## src/sv/pcs_pkg.sv

```systemverilog
// pcs_pkg: shared types, constants and register codes for the paddle
// calibration sequencer
// no dependencies
`default_nettype none

package pcs_pkg;

    localparam int AVG_LOG2 = 7;
    localparam int SUM_W    = AVG_LOG2 + 8;
    localparam int COUNT_W  = AVG_LOG2 + 1;
    localparam logic [COUNT_W-1:0] AVG_COUNT = COUNT_W'(1) << AVG_LOG2;

    localparam logic [2:0] PH_CENTER     = 3'd0;
    localparam logic [2:0] PH_WAIT_LOW   = 3'd1;
    localparam logic [2:0] PH_GRACE_LOW  = 3'd2;
    localparam logic [2:0] PH_LOW        = 3'd3;
    localparam logic [2:0] PH_WAIT_HIGH  = 3'd4;
    localparam logic [2:0] PH_GRACE_HIGH = 3'd5;
    localparam logic [2:0] PH_HIGH       = 3'd6;
    localparam logic [2:0] PH_DONE       = 3'd7;

    localparam logic CMD_SAMPLE = 1'b0;
    localparam logic CMD_TICK   = 1'b1;

    localparam int CFG_IDX_W  = 2;
    localparam int CFG_DATA_W = 16;
    localparam logic [CFG_IDX_W-1:0] REG_STABLE_WINDOW = 2'd0;
    localparam logic [CFG_IDX_W-1:0] REG_CHANGE_MARGIN = 2'd1;
    localparam logic [CFG_IDX_W-1:0] REG_GRACE_TICKS   = 2'd2;

    localparam logic [7:0]  RST_STABLE_WINDOW = 8'd10;
    localparam logic [7:0]  RST_CHANGE_MARGIN = 8'd20;
    localparam logic [15:0] RST_GRACE_TICKS   = 16'd1000;

    typedef struct packed {
        logic       cmd;
        logic [7:0] sample;
    } in_t;

    typedef struct packed {
        logic [2:0] phase_now;
        logic       finished;
        logic [7:0] progress;
        logic [7:0] center_avg;
        logic [7:0] low_end_avg;
        logic [7:0] high_end_avg;
    } out_t;

    typedef struct packed {
        logic [7:0]  stable_window;
        logic [7:0]  change_margin;
        logic [15:0] grace_ticks;
    } cfg_t;

    typedef struct packed {
        logic [2:0]         phase;
        logic [COUNT_W-1:0] count;
        logic [SUM_W-1:0]   sum;
        logic [7:0]         prev;
        logic [7:0]         center;
        logic [7:0]         low;
        logic [7:0]         high;
        logic [15:0]        elapsed;
        logic               done;
    } state_t;

endpackage

`default_nettype wire

```

## src/sv/paddle_calibration_sequencer.sv

```systemverilog
// paddle_calibration_sequencer: top level, state and result registers
// result: the result word of an accepted word is registered and appears in the next cycle
// throughput: one word per cycle while the output is not stalled, limited by the single next-state stage
// reset: asynchronous active-low, center phase, all sums and averages zero,
// registers at 10 / 20 / 1000
// depends on pcs_pkg, pcs_cfg, pcs_step
`default_nettype none

module paddle_calibration_sequencer (
    input  wire logic                              clk,
    input  wire logic                              rst_n,
    input  wire logic                              in_valid,
    output logic                                   in_stall,
    input  wire pcs_pkg::in_t                      in_data,
    output logic                                   out_valid,
    input  wire logic                              out_stall,
    output pcs_pkg::out_t                          out_data,
    input  wire logic                              cfg_valid,
    output logic                                   cfg_ready,
    input  wire logic [pcs_pkg::CFG_IDX_W-1:0]     cfg_index,
    input  wire logic [pcs_pkg::CFG_DATA_W-1:0]    cfg_data
);

    pcs_pkg::cfg_t   cfg;
    pcs_pkg::state_t state_reg;
    pcs_pkg::state_t state_next;
    pcs_pkg::state_t step_state;
    pcs_pkg::out_t   out_data_reg;
    pcs_pkg::out_t   out_data_next;
    logic            out_valid_reg;
    logic            out_valid_next;
    logic            in_accept;

    pcs_cfg u_cfg (
        .clk       (clk),
        .rst_n     (rst_n),
        .cfg_valid (cfg_valid),
        .cfg_ready (cfg_ready),
        .cfg_index (cfg_index),
        .cfg_data  (cfg_data),
        .cfg       (cfg)
    );

    pcs_step u_step (
        .state      (state_reg),
        .cfg        (cfg),
        .word       (in_data),
        .state_next (step_state)
    );

    assign in_stall  = out_valid_reg && out_stall;
    assign in_accept = in_valid && !in_stall;
    assign out_valid = out_valid_reg;
    assign out_data  = out_data_reg;

    always_comb
    begin
        state_next     = in_accept ? step_state : state_reg;
        out_valid_next = in_accept || (out_valid_reg && out_stall);

        out_data_next              = out_data_reg;
        out_data_next.phase_now    = step_state.phase;
        out_data_next.finished     = step_state.done;
        out_data_next.progress     = 8'(step_state.count);
        out_data_next.center_avg   = step_state.center;
        out_data_next.low_end_avg  = step_state.low;
        out_data_next.high_end_avg = step_state.high;
    end

    always_ff @(posedge clk or negedge rst_n)
    begin
        if (!rst_n)
        begin
            state_reg     <= '0;
            out_valid_reg <= 1'b0;
        end
        else
        begin
            state_reg     <= state_next;
            out_valid_reg <= out_valid_next;
        end
    end

    always_ff @(posedge clk)
    begin
        if (in_accept)
            out_data_reg <= out_data_next;
    end

    // ticks never move the phase
    a_tick_holds_phase: assert property (@(posedge clk) disable iff (!rst_n)
        (in_accept && in_data.cmd == pcs_pkg::CMD_TICK) |=> $stable(state_reg.phase))
        else $error("phase changed on a tick");

    // count always below a full average
    a_count_bound: assert property (@(posedge clk) disable iff (!rst_n)
        state_reg.count < pcs_pkg::AVG_COUNT)
        else $error("stable count reached full average without advancing");

    // finished only in the done phase
    a_done_phase: assert property (@(posedge clk) disable iff (!rst_n)
        state_reg.done |-> state_reg.phase == pcs_pkg::PH_DONE)
        else $error("done flag outside done phase");

    // state only moves on an accepted word
    a_state_hold: assert property (@(posedge clk) disable iff (!rst_n)
        !in_accept |=> $stable(state_reg))
        else $error("state changed without an accepted word");

endmodule

`default_nettype wire

```

## src/sv/pcs_cfg.sv

```systemverilog
// pcs_cfg: configuration register bank for the calibration sequencer
// depends on pcs_pkg
`default_nettype none

module pcs_cfg (
    input  wire logic                              clk,
    input  wire logic                              rst_n,
    input  wire logic                              cfg_valid,
    output logic                                   cfg_ready,
    input  wire logic [pcs_pkg::CFG_IDX_W-1:0]     cfg_index,
    input  wire logic [pcs_pkg::CFG_DATA_W-1:0]    cfg_data,
    output pcs_pkg::cfg_t                          cfg
);

    pcs_pkg::cfg_t cfg_reg;
    pcs_pkg::cfg_t cfg_next;

    assign cfg_ready = 1'b1;
    assign cfg       = cfg_reg;

    always_comb
    begin
        cfg_next = cfg_reg;
        if (cfg_valid)
        begin
            case (cfg_index)
                pcs_pkg::REG_STABLE_WINDOW: cfg_next.stable_window = cfg_data[7:0];
                pcs_pkg::REG_CHANGE_MARGIN: cfg_next.change_margin = cfg_data[7:0];
                pcs_pkg::REG_GRACE_TICKS:   cfg_next.grace_ticks   = cfg_data[15:0];
                default:                    cfg_next = cfg_reg;
            endcase
        end
    end

    always_ff @(posedge clk or negedge rst_n)
    begin
        if (!rst_n)
        begin
            cfg_reg.stable_window <= pcs_pkg::RST_STABLE_WINDOW;
            cfg_reg.change_margin <= pcs_pkg::RST_CHANGE_MARGIN;
            cfg_reg.grace_ticks   <= pcs_pkg::RST_GRACE_TICKS;
        end
        else
        begin
            cfg_reg <= cfg_next;
        end
    end

endmodule

`default_nettype wire

```

## src/sv/pcs_step.sv

```systemverilog
// pcs_step: next-state logic for one sample or tick word
// depends on pcs_pkg
`default_nettype none

module pcs_step (
    input  wire pcs_pkg::state_t state,
    input  wire pcs_pkg::cfg_t   cfg,
    input  wire pcs_pkg::in_t    word,
    output pcs_pkg::state_t      state_next
);

    logic [7:0]                  diff;
    logic                        stable;
    logic [pcs_pkg::SUM_W-1:0]   sum_add;
    logic [pcs_pkg::COUNT_W-1:0] count_inc;
    logic                        avg_full;
    logic [7:0]                  avg_val;
    logic [8:0]                  low_lhs;
    logic [8:0]                  high_rhs;
    logic                        advance;

    always_comb
    begin
        diff      = (word.sample >= state.prev) ? (word.sample - state.prev)
                                                : (state.prev - word.sample);
        stable    = diff < cfg.stable_window;
        sum_add   = state.sum + pcs_pkg::SUM_W'(word.sample);
        count_inc = state.count + pcs_pkg::COUNT_W'(1);
        avg_full  = count_inc == pcs_pkg::AVG_COUNT;
        avg_val   = 8'(sum_add >> pcs_pkg::AVG_LOG2);
        low_lhs   = {1'b0, word.sample} + {1'b0, cfg.change_margin};
        high_rhs  = {1'b0, state.center} + {1'b0, cfg.change_margin};

        state_next = state;
        advance    = 1'b0;

        if (word.cmd == pcs_pkg::CMD_TICK)
        begin
            if (state.elapsed != 16'hFFFF)
                state_next.elapsed = state.elapsed + 16'd1;
        end
        else if (state.phase == pcs_pkg::PH_DONE)
        begin
            state_next.done = 1'b1;
        end
        else
        begin
            state_next.prev = word.sample;
            case (state.phase)
                pcs_pkg::PH_CENTER, pcs_pkg::PH_LOW, pcs_pkg::PH_HIGH:
                begin
                    if (stable)
                    begin
                        state_next.sum   = sum_add;
                        state_next.count = count_inc;
                        if (avg_full)
                        begin
                            advance = 1'b1;
                            if (state.phase == pcs_pkg::PH_CENTER)
                                state_next.center = avg_val;
                            else if (state.phase == pcs_pkg::PH_LOW)
                                state_next.low = avg_val;
                            else
                                state_next.high = avg_val;
                        end
                    end
                    else
                    begin
                        state_next.sum   = '0;
                        state_next.count = '0;
                    end
                end
                pcs_pkg::PH_WAIT_LOW:  advance = low_lhs < {1'b0, state.center};
                pcs_pkg::PH_WAIT_HIGH: advance = {1'b0, word.sample} > high_rhs;
                default:               advance = state.elapsed >= cfg.grace_ticks;
            endcase
            if (advance)
            begin
                state_next.phase   = state.phase + 3'd1;
                state_next.count   = '0;
                state_next.sum     = '0;
                state_next.elapsed = '0;
            end
        end
    end

endmodule

`default_nettype wire

```

## config.mk

```make
export PLATFORM = sky130hd
export DESIGN_NAME = paddle_calibration_sequencer
export DESIGN_NICKNAME = d
export VERILOG_FILES = /design/src/sv/pcs_pkg.sv /design/src/sv/paddle_calibration_sequencer.sv /design/src/sv/pcs_cfg.sv /design/src/sv/pcs_step.sv
export SDC_FILE = /design/constraint.sdc
export NUM_CORES = 1
export LEC_CHECK = 0
export BUFFER_PORTS_ARGS = -buffer_cell sky130_fd_sc_hd__buf_2
export CAP_MARGIN = 20
export CELL_PAD_IN_SITES_DETAIL_PLACEMENT = 1
export CELL_PAD_IN_SITES_GLOBAL_PLACEMENT = 1
export CORE_MARGIN = 3
export CORE_UTILIZATION = 48
export DETAILED_ROUTE_END_ITERATION = 6
export HOLD_SLACK_MARGIN = 0.03
export PLACE_DENSITY_LB_ADDON = 0.1
export REMOVE_ABC_BUFFERS = 1
export SYNTH_ARGS = -nofsm -noshare
export SYNTH_HDL_FRONTEND = slang
export SYNTH_SLANG_ARGS = --single-unit
```

## constraint.sdc

```tcl
create_clock -name clk -period 5.6 [get_ports clk]
set_clock_uncertainty 0.15 [all_clocks]
set_input_delay 0 -clock clk [delete_from_list [all_inputs] [get_ports clk]]
set_output_delay 0 -clock clk [all_outputs]
set_load 0.01 [all_outputs]
```

---- Yosys cells after proc, flatten, opt, wreduce, memory -nomap -nowiden ----
Cells that the tools add are included.
word-level totals
  register bits ........................... 144
  input bits .............................. 32
  output and inout bits ................... 39
cells by class
  add/sub/neg operators ................... 8
  order comparisons ....................... 5
  eq/ne operators ......................... 11
  multiplexer cells ....................... 23
  bitwise logic cells ..................... 2
  reduce and logical (&&, ||, !) cells .... 15
operators by type and width
  cell                     count
  $mux W74                 1
  $mux W24                 3
  $mux W16                 4
  $mux W58                 1
  $mux W23                 2
  $mux W8                  4
  $mux W26                 1
  $add A8 B8 Y9            2
  $add A16 B1 Y16 const B  1
  $ge A16 B16 Y1           1
  $ne A16 B16 Y1 const B   1
  $sub A8 B8 Y8            2
  $add A15 B8 Y15          1
  $eq A3 B3 Y1 const B     3
  $gt A8 B9 Y1             1
  $lt A9 B8 Y1             1
  $add A8 B1 Y8 const B    1
  $eq A8 B8 Y1 const B     1
  $ge A8 B8 Y1             1
  $lt A8 B8 Y1             1
  $reduce_and A4 Y1        2
  $mux W1                  6
  $reduce_and A2 Y1        3
  $reduce_bool A2 Y1       2
  other kinds (16)         18

---- Logic depth before layout (Yosys ltp) ----
  depth after elaboration ................. 10
  mapped depth ............................ 23
  gate-level depth less buffers ........... 20

---- Cells and area by module ----
From an unflattened synthesis, not the netlist that was laid out.
unflattened totals
  cells, all modules ...................... 841
  area, all modules ....................... 9584.2 µm²
by module, submodules not included
  module                        instances  cells each  area each (µm²)  seq. area each (µm²)
  pcs_step                      1          573         4219.0           0.0
  paddle_calibration_sequencer  1          198         4119.0           2982.9
  pcs_cfg                       1          70          1246.2           813.3

---- Worst setup path after synthesis ----
No wires, ideal clock.
  path kind ............................... flip-flop to flip-flop
  start point ............................. register state_reg[41] (netlist bit)
  end point ............................... register state_reg[25] (netlist bit)
  library setup time ...................... 0.125 ns
  arrival ................................. 4.733 ns
  data required time ...................... 5.325 ns
  setup slack ............................. 0.592 ns
  cell stages (with the launch flop) ...... 23
  period minus slack after synthesis ...... 5.008 ns
  cell sequence ........................... dfrtp_1 -> ha_1 -> inv_1 -> fa_1 -> a21o_1 -> a21oi_1 -> a311oi_1 -> a31o_2 -> clkbuf_1 -> a211o_1 -> a31oi_1 -> o21ai_1 -> xor2_1 -> ha_1 -> nand3_1 -> a211oi_1 -> nor4_1 -> nand3_2 -> or3b_1 -> buf_2 -> nand2b_4 -> buf_6 -> mux2_4
between the ends
  longest elaborated chain between the ends .. 7
  elaborated cells between the ends (all ways) .. 9
  those cells by class .................... 2 x add/sub; 2 x order compare; 5 x mux
RTL lines
  item                                   RTL line                            text
  start: declaration                     paddle_calibration_sequencer.sv:25  pcs_pkg::state_t state_reg;
  start signal: assignment               paddle_calibration_sequencer.sv:79  state_reg <= state_next;
  $sub A8 B8 Y8 (tied with other cells)  pcs_step.sv:25                      : (state.prev - word.sample);
  $mux W8 (*)                            pcs_step.sv:24                      diff = (word.sample >= state.prev) ? (word.sample - state.prev)
  $lt A8 B8 Y1 (*)                       pcs_step.sv:26                      stable = diff < cfg.stable_window;
  $mux W24 (*)                           pcs_step.sv:52                      if (stable)
  $mux W24 (*)                           pcs_step.sv:49                      case (state.phase)
  $mux W74 (*)                           pcs_step.sv:42                      else if (state.phase == pcs_pkg::PH_DONE)
  $mux W58 (*)                           pcs_step.sv:37                      if (word.cmd == pcs_pkg::CMD_TICK)
Mark *: on every way between the ends. The rest lies on a longest branch, timed or not. The select of a mux whose other input is x is not followed.
A chain may end at the register's enable or synchronous reset.

---- Worst setup path after layout ----
  start point ............................. input port in_data[0] (netlist bit)
  end point ............................... register state_reg[32] (netlist bit)
between the ends
  longest elaborated chain between the ends .. 8
  elaborated cells between the ends (all ways) .. 13
  those cells by class .................... 3 x add/sub; 2 x order compare; 8 x mux
RTL lines
  item                                                   RTL line                            text
  start: declaration                                     paddle_calibration_sequencer.sv:14  input wire pcs_pkg::in_t in_data,
  branches (longest 4 deep; another with $sub A8 B8 Y8)  --
  $mux W24 (*)                                           pcs_step.sv:52
  $mux W24 (*)                                           pcs_step.sv:49
  $mux W74 (*)                                           pcs_step.sv:42
  $mux W58 (*)                                           pcs_step.sv:37
Mark *: on every way between the ends. The select of a mux whose other input is x is not followed.

==> impl_metrics.toml <==
[power]
clkPwrFrac = 0.304
pwr-share-comb = 0.331
p_leak_uw = 0.004869
seqPwrFrac = 0.365
ir_drop_mv = 0.2147
switching_share = 0.3630
p_total_uw = 3681
switchingPower_uw = 1336
p_per_area_nw_per_um2 = 350.3
p_int_uw = 2345

[drt]
postRouteAntennaNets = 0
routed_via_density = 5.770
drc = 0
routed_wirelength_mm = 25.09
firstDrtPassIters = 4
post_drt_wl_per_cell_um = 20.72
drtIter0Drc = 258
vias = 6987

[grt]
first_global_vias = 7486
gr-total-overflow = 0
grt_antenna_before_repair = 0
grt_pass1_wl_mm = 39.89
grt_max_degree = 58
track_usage = 0.2516

[yosys]
synth_edf_count = 36
synth.top_cell.area_share = 0.2761
yosysMostFrequentCell = "dfrtp_1"
ys_seq_elements = 144
synth_top_flop_cell = "dfrtp_1"
seq_area_frac_synth = 0.4274
async_reset_ff_frac = 0.7500
syn_avg_cell_area_um2 = 10.41
syn_inst = 853
synthDistinctLibCells = 73
yosysTopAreaCell = "dfrtp_1"
ys_top_cells_by_count = "dfrtp_1 (98), ha_1 (86), nand2_1 (70), inv_1 (66), mux2_2 (62)"
syn-cell-area_um2 = 8882
synth_area_leaders = "dfrtp_1 (28%), edfxtp_1 (12%), ha_1 (12%), mux2_2 (7.9%), o21ai_0 (3.3%)"
yosys_warnings = 0

[clock_network]
clock_tree.root_cell = "clkbuf_16"
cts_tree = "done"
htree_levels = 4
clk_latency_ns = 0.44
cts_made_buffers = 17
clock-sinks = 144
cts.clk_slew.worst_paths_ns = 0.07
cts_buffer_depth = 2

[layout]
final_cell_area_um2 = 10510
area_growth_pct = 18.33
num_antenna_cells = 0
fillCellCount = 1955
largest_reg_flops = 75
drive_above_1_share = 0.2179
nets = 1092

[sta]
rsz0062_at_grt = "yes"
period_minus_slack_ns = 5.354
hold_violations = 1
whs_ns = -0.001403
tightest_slew_ns = 0.8749
max_freq_ghz = 0.1868
post-route-period-util = 0.9560
setup_viol = 0
max_slew_margin = 0.4150
slew_violations = 0

[setup_path]
arrival_ns = 5.53
r2r_slack_ns = 0.27
reg2regPathDepth = 20
end_kind = "flop"
r2r_start = "state_reg[41]"
cp.required_ns = 5.77
path_class = "input pin to flop"
path_max_fanout = 9
start_kind = "input pin"
crit_start = "in_data[0]"
r2r-end = "state_reg[32]"

[placement]
gp_congestion = 0.8390
place_area_um2 = 9493
place_hpwl_mm = 17.27
io_buffers = 69

[run_status]
violations = "hold timing"
status = "finished, violations left"

[die]
die_w_um = 142.0
coreArea_um2 = 18090
rows = 49
start_util = 0.4911
num_io_pins = 71
die_h_um = 142.0
dieArea_um2 = 20170

[min_path]
hp-class = "input pin to asynchronous set/reset pin"

[job]
cap_viol_max_count = 0
how the worst max path moves through the flow:
stage                     to  cells after the start  slack (ns)
2_1_floorplan  state_reg[58]                     19        0.40
3_3_place_gp    state_reg[3]                     19        0.35
3_5_place_dp   state_reg[11]                     19        0.11
4_1_cts        state_reg[15]                     22        0.08
5_1_grt         state_reg[8]                     22       -0.04
6_report       state_reg[32]                     23        0.25
critical path: stages:
cell and delay [ns]:
dlygate4sd3_1 0.54, buf_2 0.17, inv_1 0.09, ha_1 0.15, inv_1 0.06, fa_1 0.40
a21o_1 0.17, a21oi_1 0.24, a311oi_1 0.20, a31o_2 0.37, a211o_1 0.26, a31oi_2 0.27
o21ai_1 0.12, xor2_1 0.15, ha_1 0.30, nand3_1 0.11, a211oi_1 0.06, nor4_1 0.33
buf_4 0.20, nand3_2 0.13, or3b_1 0.56, nand2b_4 0.28, mux2_4 0.35
layout by cell type, fill, tap and decap left out, types with 16 or more instances in the layout:
cell type	netlist	layout
a22o_1	17	17
dlygate4sd3_1	0	41
o21ai_0	58	58
xnor2_1	21	21
buf_4	1	17
or3_1	21	21
nor2_1	31	31
dfrtp_1	98	98
clkbuf_16	0	17
edfxtp_1	36	36
nand2_1	70	70
mux2_2	62	62
buf_2	6	68
nand3_1	16	16
inv_1	66	66
a21oi_1	57	57
ha_1	86	86
power groups by stage:
stage                     clock [uW]  sequential [uW]  combinational (uW)
final                           1120             1340                1220
after global routing            1180             1360                1370
after CTS                       1140             1340                1180
after detailed placement           0             1360                1130
after global placement             0             1350                1070
after floorplan                    0             1330                 777
metrics by stage:
step           TNS (ns)  std cells  setup slack [ns]    util
6_report              0       1211            0.2463  0.5811
5_1_grt         -0.1539       1211          -0.04396  0.5811
4_1_cts               0       1208           0.07628  0.5790
3_5_place_dp          0       1135            0.1125  0.5249
3_3_place_gp          0       1134            0.3468  0.5242
2_1_floorplan         0        823            0.3997       -
metal layers:
metal | wire length [um] | part of all wire | global-route usage
met1 | 11100 | 0.44 | 0.3169
met2 | 12730 | 0.51 | 0.4425
met3 | 643 | 0.026 | 0.04133
met4 | 618 | 0.025 | 0.07980
met5 | 0 | 0 | 0
cells by family (layout without fill, tap and decap cells):
logic type | Yosys count | count (layout) | synth area share
fa+ha+maj | 91 | 91 | 0.1324
simple gates | 210 | 210 | 0.1242
other cells | 1 | 1 | 0.0004222
compound gates | 204 | 204 | 0.1435
flops | 144 | 144 | 0.4274
mux | 74 | 74 | 0.09663
xor+xnor | 33 | 33 | 0.03254
buf+inv | 96 | 225 | 0.04282
timing repair:
item,4_1_cts,5_1_grt
gates resized for setup,0,3
buffers inserted,0,3
hold buffers,41,0
endpoints found under the hold margin,100,0
endpoints found under the setup margin,0,35
cell type report:
cell class / instances / area, um2 / share of cell area
timing repair buffer: 127 / 889.6 / 0.08464
multi-input combinational: 613 / 4721 / 0.4492
tap: 229 / 286.5 / 0.02726
clock inverter: 15 / 143.9 / 0.01369
clock buffer: 17 / 425.4 / 0.04048
sequential: 144 / 3796 / 0.3612
inverter: 66 / 247.7 / 0.02357
No activity file was read; power rests on OpenSTA's default activity.
